File: src/sv/pwmcap_pkg.sv
// Shared types and constants for the PWM high time, period and duty capture block.
`timescale 1ns / 1ps
package pwmcap_pkg;

   localparam int CounterBitsDefault = 16;
   localparam int StampBits          = 32;
   localparam int CaptureBits        = 16;
   localparam int OverflowBits       = 16;
   localparam int DutyBits           = 16;
   localparam int DivStepBits        = 4;

   typedef enum logic [1:0] {
      ACT_POLL     = 2'd0,
      ACT_OVERFLOW = 2'd1,
      ACT_CAPTURE  = 2'd2
   } action_type;

   typedef enum logic [2:0] {
      PH_IDLE  = 3'd0,
      PH_RISE1 = 3'd1,
      PH_FALL  = 3'd2,
      PH_RISE2 = 3'd3,
      PH_DONE  = 3'd4
   } phase_type;

   typedef enum logic [2:0] {
      CALC_IDLE = 3'd0,
      CALC_DIFF = 3'd1,
      CALC_INIT = 3'd2,
      CALC_DIV  = 3'd3,
      CALC_OUT  = 3'd4
   } calc_type;

endpackage

File: src/sv/pwm_high_period_duty_capture_top.sv
// PWM input capture: edge stamps, high time, period and bit-serial duty division.
// Readout: a readout poll runs the difference, range check, 16 one-bit divide steps and
//   output load in that order; a zero or saturated duty skips the divide steps.
// Input: poll, overflow and capture beats are taken back to back; after a readout poll
//   input is held off until the 16-step divider has loaded the output register.
// Reset: synchronous, active high; clears phase, divider state, overflow count, stamps and the response valid.
`timescale 1ns / 1ps
module pwm_high_period_duty_capture_top #(
   parameter int COUNTER_BITS = pwmcap_pkg::CounterBitsDefault
) (
   input  logic        clock,
   input  logic        reset,
   input  logic        req_tvalid,
   output logic        req_tready,
   input  logic [23:0] req_tdata,   // capture_value[15:0], edge_is_rising[16], zero fill
   input  logic [1:0]  req_tuser,   // action[1:0]
   output logic        rsp_tvalid,
   input  logic        rsp_tready,
   output logic [79:0] rsp_tdata,   // high_ticks[31:0], period_ticks[63:32], duty_fraction[79:64]
   output logic        rsp_tuser    // zero_period
);

   localparam int SB = pwmcap_pkg::StampBits;
   localparam int CB = pwmcap_pkg::CaptureBits;
   localparam int OB = pwmcap_pkg::OverflowBits;
   localparam int DB = pwmcap_pkg::DutyBits;
   localparam int NB = pwmcap_pkg::DivStepBits;
   localparam int MaskBits = (COUNTER_BITS < CB) ? COUNTER_BITS : CB;
   localparam logic [CB-1:0] CapMask = CB'((64'd1 << MaskBits) - 64'd1);
   localparam logic [NB-1:0] LastStep = NB'(DB - 1);

   pwmcap_pkg::phase_type phase_ff, phase_in;
   pwmcap_pkg::calc_type  calc_ff, calc_in;
   logic [OB-1:0]  ovf_ff, ovf_in;
   logic [SB-1:0]  stamp_ff [3];
   logic [SB-1:0]  stamp_in [3];
   logic [SB-1:0]  high_ff, high_in;
   logic [SB-1:0]  period_ff, period_in;
   logic [SB-1:0]  rem_ff, rem_in;
   logic [DB-1:0]  quot_ff, quot_in;
   logic           zero_ff, zero_in;
   logic [NB-1:0]  step_ff, step_in;
   logic           rsp_tvalid_ff, rsp_tvalid_in;
   logic [79:0]    rsp_tdata_ff, rsp_tdata_in;
   logic           rsp_tuser_ff, rsp_tuser_in;

   logic           accept;
   logic [CB-1:0]  cap;
   logic           rising;
   logic [63:0]    stamp_wide;
   logic [SB-1:0]  new_stamp;
   logic [SB:0]    rem_dbl;
   logic [SB:0]    rem_sub;

   assign req_tready = (calc_ff == pwmcap_pkg::CALC_IDLE);
   assign accept     = req_tvalid && req_tready;
   assign cap        = req_tdata[CB-1:0] & CapMask;
   assign rising     = req_tdata[CB];
   assign stamp_wide = {{(64-CB){1'b0}}, cap} + ({{(64-OB){1'b0}}, ovf_ff} << COUNTER_BITS);
   assign new_stamp  = stamp_wide[SB-1:0];
   assign rem_dbl    = {rem_ff, 1'b0};
   assign rem_sub    = rem_dbl - {1'b0, period_ff};

   always_ff @(posedge clock) begin
      if (reset) begin
         phase_ff      <= pwmcap_pkg::PH_IDLE;
         calc_ff       <= pwmcap_pkg::CALC_IDLE;
         ovf_ff        <= '0;
         stamp_ff[0]   <= '0;
         stamp_ff[1]   <= '0;
         stamp_ff[2]   <= '0;
         step_ff       <= '0;
         rsp_tvalid_ff <= 1'b0;
      end else begin
         phase_ff      <= phase_in;
         calc_ff       <= calc_in;
         ovf_ff        <= ovf_in;
         stamp_ff[0]   <= stamp_in[0];
         stamp_ff[1]   <= stamp_in[1];
         stamp_ff[2]   <= stamp_in[2];
         step_ff       <= step_in;
         rsp_tvalid_ff <= rsp_tvalid_in;
      end
   end

   always_ff @(posedge clock) begin
      high_ff      <= high_in;
      period_ff    <= period_in;
      rem_ff       <= rem_in;
      quot_ff      <= quot_in;
      zero_ff      <= zero_in;
      rsp_tdata_ff <= rsp_tdata_in;
      rsp_tuser_ff <= rsp_tuser_in;
   end

   always_comb begin
      phase_in      = phase_ff;
      calc_in       = calc_ff;
      ovf_in        = ovf_ff;
      stamp_in[0]   = stamp_ff[0];
      stamp_in[1]   = stamp_ff[1];
      stamp_in[2]   = stamp_ff[2];
      high_in       = high_ff;
      period_in     = period_ff;
      rem_in        = rem_ff;
      quot_in       = quot_ff;
      zero_in       = zero_ff;
      step_in       = step_ff;
      rsp_tdata_in  = rsp_tdata_ff;
      rsp_tuser_in  = rsp_tuser_ff;
      rsp_tvalid_in = rsp_tvalid_ff && !rsp_tready;

      if (accept) begin
         case (req_tuser)
            pwmcap_pkg::ACT_POLL: begin
               if (phase_ff == pwmcap_pkg::PH_IDLE) begin
                  ovf_in      = '0;
                  stamp_in[0] = '0;
                  stamp_in[1] = '0;
                  stamp_in[2] = '0;
                  phase_in    = pwmcap_pkg::PH_RISE1;
               end else if (phase_ff == pwmcap_pkg::PH_DONE) begin
                  phase_in = pwmcap_pkg::PH_IDLE;
                  calc_in  = pwmcap_pkg::CALC_DIFF;
               end
            end
            pwmcap_pkg::ACT_OVERFLOW: begin
               if (phase_ff == pwmcap_pkg::PH_RISE1 || phase_ff == pwmcap_pkg::PH_FALL ||
                   phase_ff == pwmcap_pkg::PH_RISE2) begin
                  ovf_in = ovf_ff + OB'(1);
               end
            end
            pwmcap_pkg::ACT_CAPTURE: begin
               if (phase_ff == pwmcap_pkg::PH_RISE1 && rising) begin
                  stamp_in[0] = new_stamp;
                  phase_in    = pwmcap_pkg::PH_FALL;
               end else if (phase_ff == pwmcap_pkg::PH_FALL && !rising) begin
                  stamp_in[1] = new_stamp;
                  phase_in    = pwmcap_pkg::PH_RISE2;
               end else if (phase_ff == pwmcap_pkg::PH_RISE2 && rising) begin
                  stamp_in[2] = new_stamp;
                  phase_in    = pwmcap_pkg::PH_DONE;
               end
            end
            default: begin
            end
         endcase
      end

      unique case (calc_ff)
         pwmcap_pkg::CALC_IDLE: begin
         end
         pwmcap_pkg::CALC_DIFF: begin
            high_in   = stamp_ff[1] - stamp_ff[0];
            period_in = stamp_ff[2] - stamp_ff[0];
            calc_in   = pwmcap_pkg::CALC_INIT;
         end
         pwmcap_pkg::CALC_INIT: begin
            rem_in  = high_ff;
            quot_in = '0;
            step_in = '0;
            zero_in = 1'b0;
            if (period_ff == '0) begin
               zero_in = 1'b1;
               calc_in = pwmcap_pkg::CALC_OUT;
            end else if (high_ff >= period_ff) begin
               quot_in = '1;
               calc_in = pwmcap_pkg::CALC_OUT;
            end else begin
               calc_in = pwmcap_pkg::CALC_DIV;
            end
         end
         pwmcap_pkg::CALC_DIV: begin
            if (!rem_sub[SB]) begin
               rem_in  = rem_sub[SB-1:0];
               quot_in = {quot_ff[DB-2:0], 1'b1};
            end else begin
               rem_in  = rem_dbl[SB-1:0];
               quot_in = {quot_ff[DB-2:0], 1'b0};
            end
            step_in = step_ff + NB'(1);
            if (step_ff == LastStep) begin
               calc_in = pwmcap_pkg::CALC_OUT;
            end
         end
         pwmcap_pkg::CALC_OUT: begin
            if (!rsp_tvalid_ff || rsp_tready) begin
               rsp_tvalid_in = 1'b1;
               rsp_tdata_in  = {quot_ff, period_ff, high_ff};
               rsp_tuser_in  = zero_ff;
               calc_in       = pwmcap_pkg::CALC_IDLE;
            end
         end
         default: begin
            calc_in = pwmcap_pkg::CALC_IDLE;
         end
      endcase
   end

   assign rsp_tvalid = rsp_tvalid_ff;
   assign rsp_tdata  = rsp_tdata_ff;
   assign rsp_tuser  = rsp_tuser_ff;

endmodule

File: config.mk
export PLATFORM = sky130hd
export DESIGN_NAME = pwm_high_period_duty_capture_top
export DESIGN_NICKNAME = d
export VERILOG_FILES = /design/src/sv/pwmcap_pkg.sv /design/src/sv/pwm_high_period_duty_capture_top.sv
export SDC_FILE = /design/constraint.sdc
export NUM_CORES = 1
export LEC_CHECK = 0
export ABC_AREA = 1
export BUFFER_PORTS_ARGS = -buffer_cell sky130_fd_sc_hd__buf_2
export CORE_ASPECT_RATIO = 1.2
export CORE_MARGIN = 5
export CORE_UTILIZATION = 50
export DETAILED_ROUTE_END_ITERATION = 10
export PLACE_DENSITY = 0.75
export SLEW_MARGIN = 5
export SYNTH_ARGS = -nofsm -noshare
export SYNTH_HDL_FRONTEND = slang
export SYNTH_SLANG_ARGS = --single-unit
File: constraint.sdc
create_clock -name clock -period 4.95 [get_ports clock]
set_input_delay 0.99 -clock clock [delete_from_list [all_inputs] [get_ports clock]]
set_output_delay 0.99 -clock clock [all_outputs]
set_load 0.02 [all_outputs]
Word level (Yosys, flattened, before mapping)

Memories as Yosys holds them, arrays and structs flattened.
Cells that the tools add are included.
W data, S select, Z words.

$add $sub $neg: 6
Order comparisons: 1
Equality and inequality tests: 15
Multiplexer cells: 42
Bitwise operators: 3
Reductions and logical operators: 21

Operator list:

| cell                    | count |
|---|---|
| $mux W32                | 8 |
| $mux W96                | 2 |
| $pmux W96 S2            | 1 |
| $mux W16                | 4 |
| $mux W64                | 1 |
| $pmux W16 S2            | 2 |
| $pmux W32 S2            | 1 |
| $sub A32 B32 Y32        | 2 |
| $mux W3                 | 13 |
| $sub A33 B32 Y33        | 1 |
| $add A16 B32 Y32        | 1 |
| $ge A32 B32 Y1          | 1 |
| $logic_not A32 Y1       | 1 |
| $add A16 B1 Y16 const B | 1 |
| $pmux W3 S5             | 1 |
| $eq A3 B2 Y1 const B    | 4 |
| $pmux W4 S2             | 1 |
| $reduce_and A4 Y1       | 2 |
| $mux W1                 | 7 |
| $eq A3 B1 Y1 const B    | 2 |
| $eq A3 B3 Y1 const B    | 2 |
| $logic_not A3 Y1        | 2 |
| $pmux W3 S2             | 1 |
| $reduce_bool A2 Y1      | 3 |
| other kinds (13)        | 24 |

Register bits after elaboration: 221
Memory bits (writable): 96
Input port bits: 30
Output and inout bits: 83
Memories kept: 1

Memory list:

| name     | depth | width | read ports | clocked after Yosys merged registers in | write ports | RTL line                               | source |
|---|---|---|---|---|---|---|---|
| stamp_ff | 3     | 32    | 3          | 0                                       | 3           | pwm_high_period_duty_capture_top.sv:35 | `logic [SB-1:0] stamp_ff [3];` |

Longest topological paths before layout

Depth after elaboration: 8
Depth in mapped cells: 18
Depth with buffers taken out: 17

Worst setup path after synthesis

No wires, ideal clock.

Path type: register -> register
Start: register calc_ff[0]
End: register high_ff[0], enable pin
Arrival: 4.812 ns
Required time: 4.383 ns
Path slack: -0.430 ns
Cell stages (with the launch flop): 3
Buffers on the path: 0
Clock period less this slack: 5.380 ns
Path through: dfxtp_1 inv_1 nor3_1

Word-level cells in the longest chain between the ends: 1

Ends and longest elaborated chain:

| element                | RTL line                                | source |
|---|---|---|
| from (decl)            | pwm_high_period_duty_capture_top.sv:33  | `pwmcap_pkg::calc_type calc_ff, calc_in;` |
| from (signal assigned) | pwm_high_period_duty_capture_top.sv:67  | `calc_ff <= pwmcap_pkg::CALC_IDLE;` |
| from (signal assigned) | pwm_high_period_duty_capture_top.sv:76  | `calc_ff <= calc_in;` |
| $eq A3 B1 Y1           | pwm_high_period_duty_capture_top.sv:150 | `unique case (calc_ff)` |
| to (signal assigned)   | pwm_high_period_duty_capture_top.sv:87  | `high_ff <= high_in;` |
| to (decl)              | pwm_high_period_duty_capture_top.sv:37  | `logic [SB-1:0] high_ff, high_in;` |

Every way passes these cells.
A chain may end at the register's enable or synchronous reset.

Worst setup path in the final report

Start: register period_ff[19]
End: register rem_ff[20], data pin

Word-level cells in the longest chain between the ends: 3

Ends and longest elaborated chain:

| element                | RTL line                                | source |
|---|---|---|
| from (decl)            | pwm_high_period_duty_capture_top.sv:38  | `logic [SB-1:0] period_ff, period_in;` |
| from (signal assigned) | pwm_high_period_duty_capture_top.sv:88  | `period_ff <= period_in;` |
| $sub A33 B32 Y33       | pwm_high_period_duty_capture_top.sv:62  | `assign rem_sub = rem_dbl - {1'b0, period_ff};` |
| $mux W32               | pwm_high_period_duty_capture_top.sv:174 | `if (!rem_sub[SB]) begin` |
| $pmux W32 S2           | pwm_high_period_duty_capture_top.sv:150 |  |
| named net rem_in[20]   | pwm_high_period_duty_capture_top.sv:39  | `logic [SB-1:0] rem_ff, rem_in;` |
| to (signal assigned)   | pwm_high_period_duty_capture_top.sv:89  | `rem_ff <= rem_in;` |
| to (decl)              | pwm_high_period_duty_capture_top.sv:39  |  |

The timed path passes the listed nets, and every way through them passes these cells.

==> results by group <==
GRT
  • Overflow left after global routing: 0
  • Vias in the first global route: 15900
  • Largest net degree at the start of global routing: 82
  • Global-route wire length before repair: 82700 µm
  • Initial antenna violation count: 0
  • Tot GR Track Use: 24.7%

Worst setup path
  • Crit Path Class: reg -> reg
  • Worst EP required: 5.35 ns
  • Critical Path Source Type: flip-flop
  • CP delay by family, top: simple AND/OR/NAND/NOR gates
  • Crit-path cells: inv_1 > ha_1 > nand2_1 > inv_1 > nand2_1 > nand2_1 > nand2_1 > nand2_1 > a21oi_1 > nand2_1 > nand2_2 > buf_4 > nand2_1 > nand2_1 > nand3_1 > nand2_1
  • Setup slack, reg-to-reg: 1.37 ns
  • Worst-path maximum fanout: 20
  • CP endpoint: rem_ff[20]$_DFFE_PP_
  • Reg2reg start: period_ff[19]$_DFFE_PP_
  • CP dominant cell by count: nand2_1
  • Worst r2r dst: rem_ff[20]$_DFFE_PP_
  • R2R depth: 16
  • Stages on the worst setup path: 16
  • WP buf/inv: 3
  • CP max stage cell: nand2_1
  • Critical Path Sink Type: flip-flop
  • CP max stage delay: 0.56 ns
  • Worst Path Arrival: 3.98 ns
  • Critical path origin: period_ff[19]$_DFFE_PP_

Detailed routing
  • DRT iter0 DRCs: 1268
  • WL per Instance: 17.6 µm
  • Drt drc: 0
  • Via Count: 16400
  • First drt pass iteration count: 6
  • Post-Route WL: 52800 µm
  • Vias/cell: 5.45
  • Antenna viol nets, final: 0

STA
  • Final Hold Viols: 0
  • Fmax: 280 MHz
  • Fin Setup TNS: 0 ns
  • Endpoints failing setup: 0
  • Worst slew pin tran: 1.09 ns
  • Crit share post-route: 72.3%
  • Setup repair after global routing missed its margin: false
  • Count of final max-slew check failures: 0
  • Tmin final: 3.58 ns
  • Slew headroom: 27.6%
  • Worst setup slack after layout: 1.37 ns
  • Final Skew: 0.0254 ns

Layout
  • Diode count: 0
  • Layout fillers: 3455
  • Final #Nets: 2663
  • Layout cells sized above 1: 7.87%
  • Area delta synth->final: 11.9%
  • Storage cell area: 8290 µm²
  • Area taken by multi-input logic gates: 9020 µm²

Logic synthesis
  • Part of the Yosys area used for sequential elements: 44.1%
  • Adder-Cell Fraction of Synth Area: 8.77%
  • Mux cell area share after synthesis: 0%
  • Seq cells post-synth: 317
  • Synth Area in Compound Gates: 12.7%
  • Post-Syn Area: 18800 µm²
  • Largest family of logic cells by synthesized area: simple AND/OR/NAND/NOR gates
  • Top_reg_cell synth: edfxtp_1
  • Avg Cell Area, Syn: 7.85 µm²
  • Distinct cells, synth: 47
  • Post-Synth XOR/XNOR Area: 3.26%
  • Ys Warns: 0
  • Post-synth ARST share: 0%
  • Gate Count Post-Synth: 2395
  • Number of enable flip-flop cells after synthesis: 194
  • Simple-gate share of the synthesized area: 23.1%
  • Syn Nets: 2555

Clock network
  • Clk sinks: 317
  • CTS root buffer: clkbuf_16
  • Clk slew on worst S/H paths: 0.06 ns
  • Worst skew pair latency: 0.53 ns
  • Cts hold-fix bufs: 0
  • Deepest clock path buffer count: 3
  • CTS tree: done
  • Setup Fix Bufs, Post-CTS: 0
  • CTS buffer count: 35
  • Post-CTS Resized: 0
  • H-tree depth: 2

Floorplan
  • CORE AREA: 37000 µm²
  • Die H: 222 µm
  • Io pins: 113
  • Die area: 41600 µm²
  • Die Wd: 187 µm
  • Num rows: 77
  • Starting Density: 50.8%

Placed design
  • Setup WS pre-CTS: 1.47 ns
  • RePlAce Congestion: 1.01
  • Post-DP HPWL: 41400 µm
  • I/O Buffers: 105

Hold path
  • Hold/Removal Path Class: reg -> reg

Status
  • Status: finished clean

Run
  • Max-Cap Viols: 0

Pwr
  • Pwr Total: 7.30 mW
  • Leakage Power: 9.71 nW
  • Maximum VDD drop: 0.279 mV
  • Pwr dens: 347 nW/µm²
## layout by cell type (no fill, tap or decap), types with 4 or more instances in the layout
| cell type | n |
|---|---|
| clkbuf_16 | 39 |
| nand2_1 | 619 |
| a21o_1 | 14 |
| nor2_2 | 5 |
| buf_2 | 105 |
| and2_1 | 6 |
| clkbuf_8 | 5 |
| nor2_1 | 189 |
| o21a_1 | 7 |
| clkbuf_1 | 8 |
| inv_1 | 339 |
| inv_2 | 4 |
| dfxtp_1 | 123 |
| a21oi_1 | 223 |
| ha_1 | 127 |
| nand3b_1 | 11 |
| buf_4 | 16 |
| xor2_1 | 44 |
| o21ai_0 | 146 |
| nand3_1 | 128 |
| o2111ai_1 | 4 |
| o211ai_1 | 4 |
| nand4_1 | 29 |
| edfxtp_1 | 194 |
| o21bai_1 | 19 |
| nor4_1 | 14 |
| o21ai_1 | 6 |
| xnor2_1 | 26 |
| a21boi_0 | 9 |
| nor2_4 | 5 |
| nor3_1 | 25 |
## synth_stat cells (7+ instances only)
cell type / count / area [µm²]
nor2_1: 192 / 721
a21boi_0: 9 / 67.6
buf_2: 14 / 70.1
a21oi_1: 223 / 1120
a21o_1: 14 / 105
xor2_1: 44 / 385
o21a_1: 7 / 52.6
xnor2_1: 26 / 228
nand4_1: 29 / 181
o21ai_0: 146 / 731
edfxtp_1: 194 / 5830
inv_1: 340 / 1280
o21bai_1: 19 / 143
nor4_1: 14 / 87.6
nand3_1: 128 / 641
nand2_1: 620 / 2330
clkbuf_1: 28 / 105
ha_1: 127 / 1590
nor3_1: 26 / 130
nand3b_1: 11 / 82.6
dfxtp_1: 123 / 2460
## flip-flops by register name, indices dropped and copies added, names as in the netlist, 4 cells and up
signal and count:
stamp_ff 96, high_ff 32, ovf_ff 16, period_ff 32, rem_ff 32, quot_ff 16
rsp_tdata 80, step_ff 4
## cell families after synthesis
kind of cell	after synthesis
buffers and inverters	394
AND/OR/NAND/NOR	1042
adder cells (fa/ha/maj)	130
AO/OA/AOI/OAI	442
flip-flops	317
XOR/XNOR	70
## layout make-up
| class | count | area share, % |
|---|---|---|
| multi-input cells | 1684 | 42.9 |
| flip-flops and latches | 317 | 39.4 |
| inverters | 344 | 6.14 |
| clock buffers | 52 | 5.11 |
| repair buffers | 121 | 3.07 |
| well taps | 474 | 2.82 |
| clock inverters | 11 | 0.547 |
## how the worst min path moves through the flow
stage	start	end	slack, ns	cells after the start
after global routing	quot_ff[15]$_DFFE_PP_	rsp_tdata[79]$_DFFE_PP_	0.43	0
after floorplan	quot_ff[15]$_DFFE_PP_	rsp_tdata[79]$_DFFE_PP_	0.40	0
final	zero_ff$_DFFE_PP_	rsp_tuser$_DFFE_PP_	0.42	0
after global placement	zero_ff$_DFFE_PP_	rsp_tuser$_DFFE_PP_	0.40	0
after detailed placement	zero_ff$_DFFE_PP_	rsp_tuser$_DFFE_PP_	0.40	0
after CTS	quot_ff[15]$_DFFE_PP_	rsp_tdata[79]$_DFFE_PP_	0.42	0
## power by group
part           internal (mW)  total, mW  leakage [nW]  switching [mW]
sequential              2.96       3.02          2.75          0.0600
combinational          0.529       1.64          6.38            1.11
clock                   1.57       2.65         0.579            1.08
## through the flow
stage                     std cells  util [%]  hold slack, ns  instance area (µm²)
after CTS                      3003      56.8           0.419                21000
after global placement         2940      53.6           0.404                19800
final                          3003      56.8           0.419                21000
after global routing           3003      56.8           0.428                21000
after detailed placement       2940      53.6           0.405                19800
after floorplan                2395         -           0.400                18800
## routing by layer
layer  GRT usage (%)  wire length, µm  vias to the layer above
li1                -                -                     8146
met1            30.7            22200                     7596
met2            43.9            26000                      497
met3            2.79             2560                      123
met4            9.66             2060                        0
met5               0                0                        -
Power figures use the tool's default switching activity.
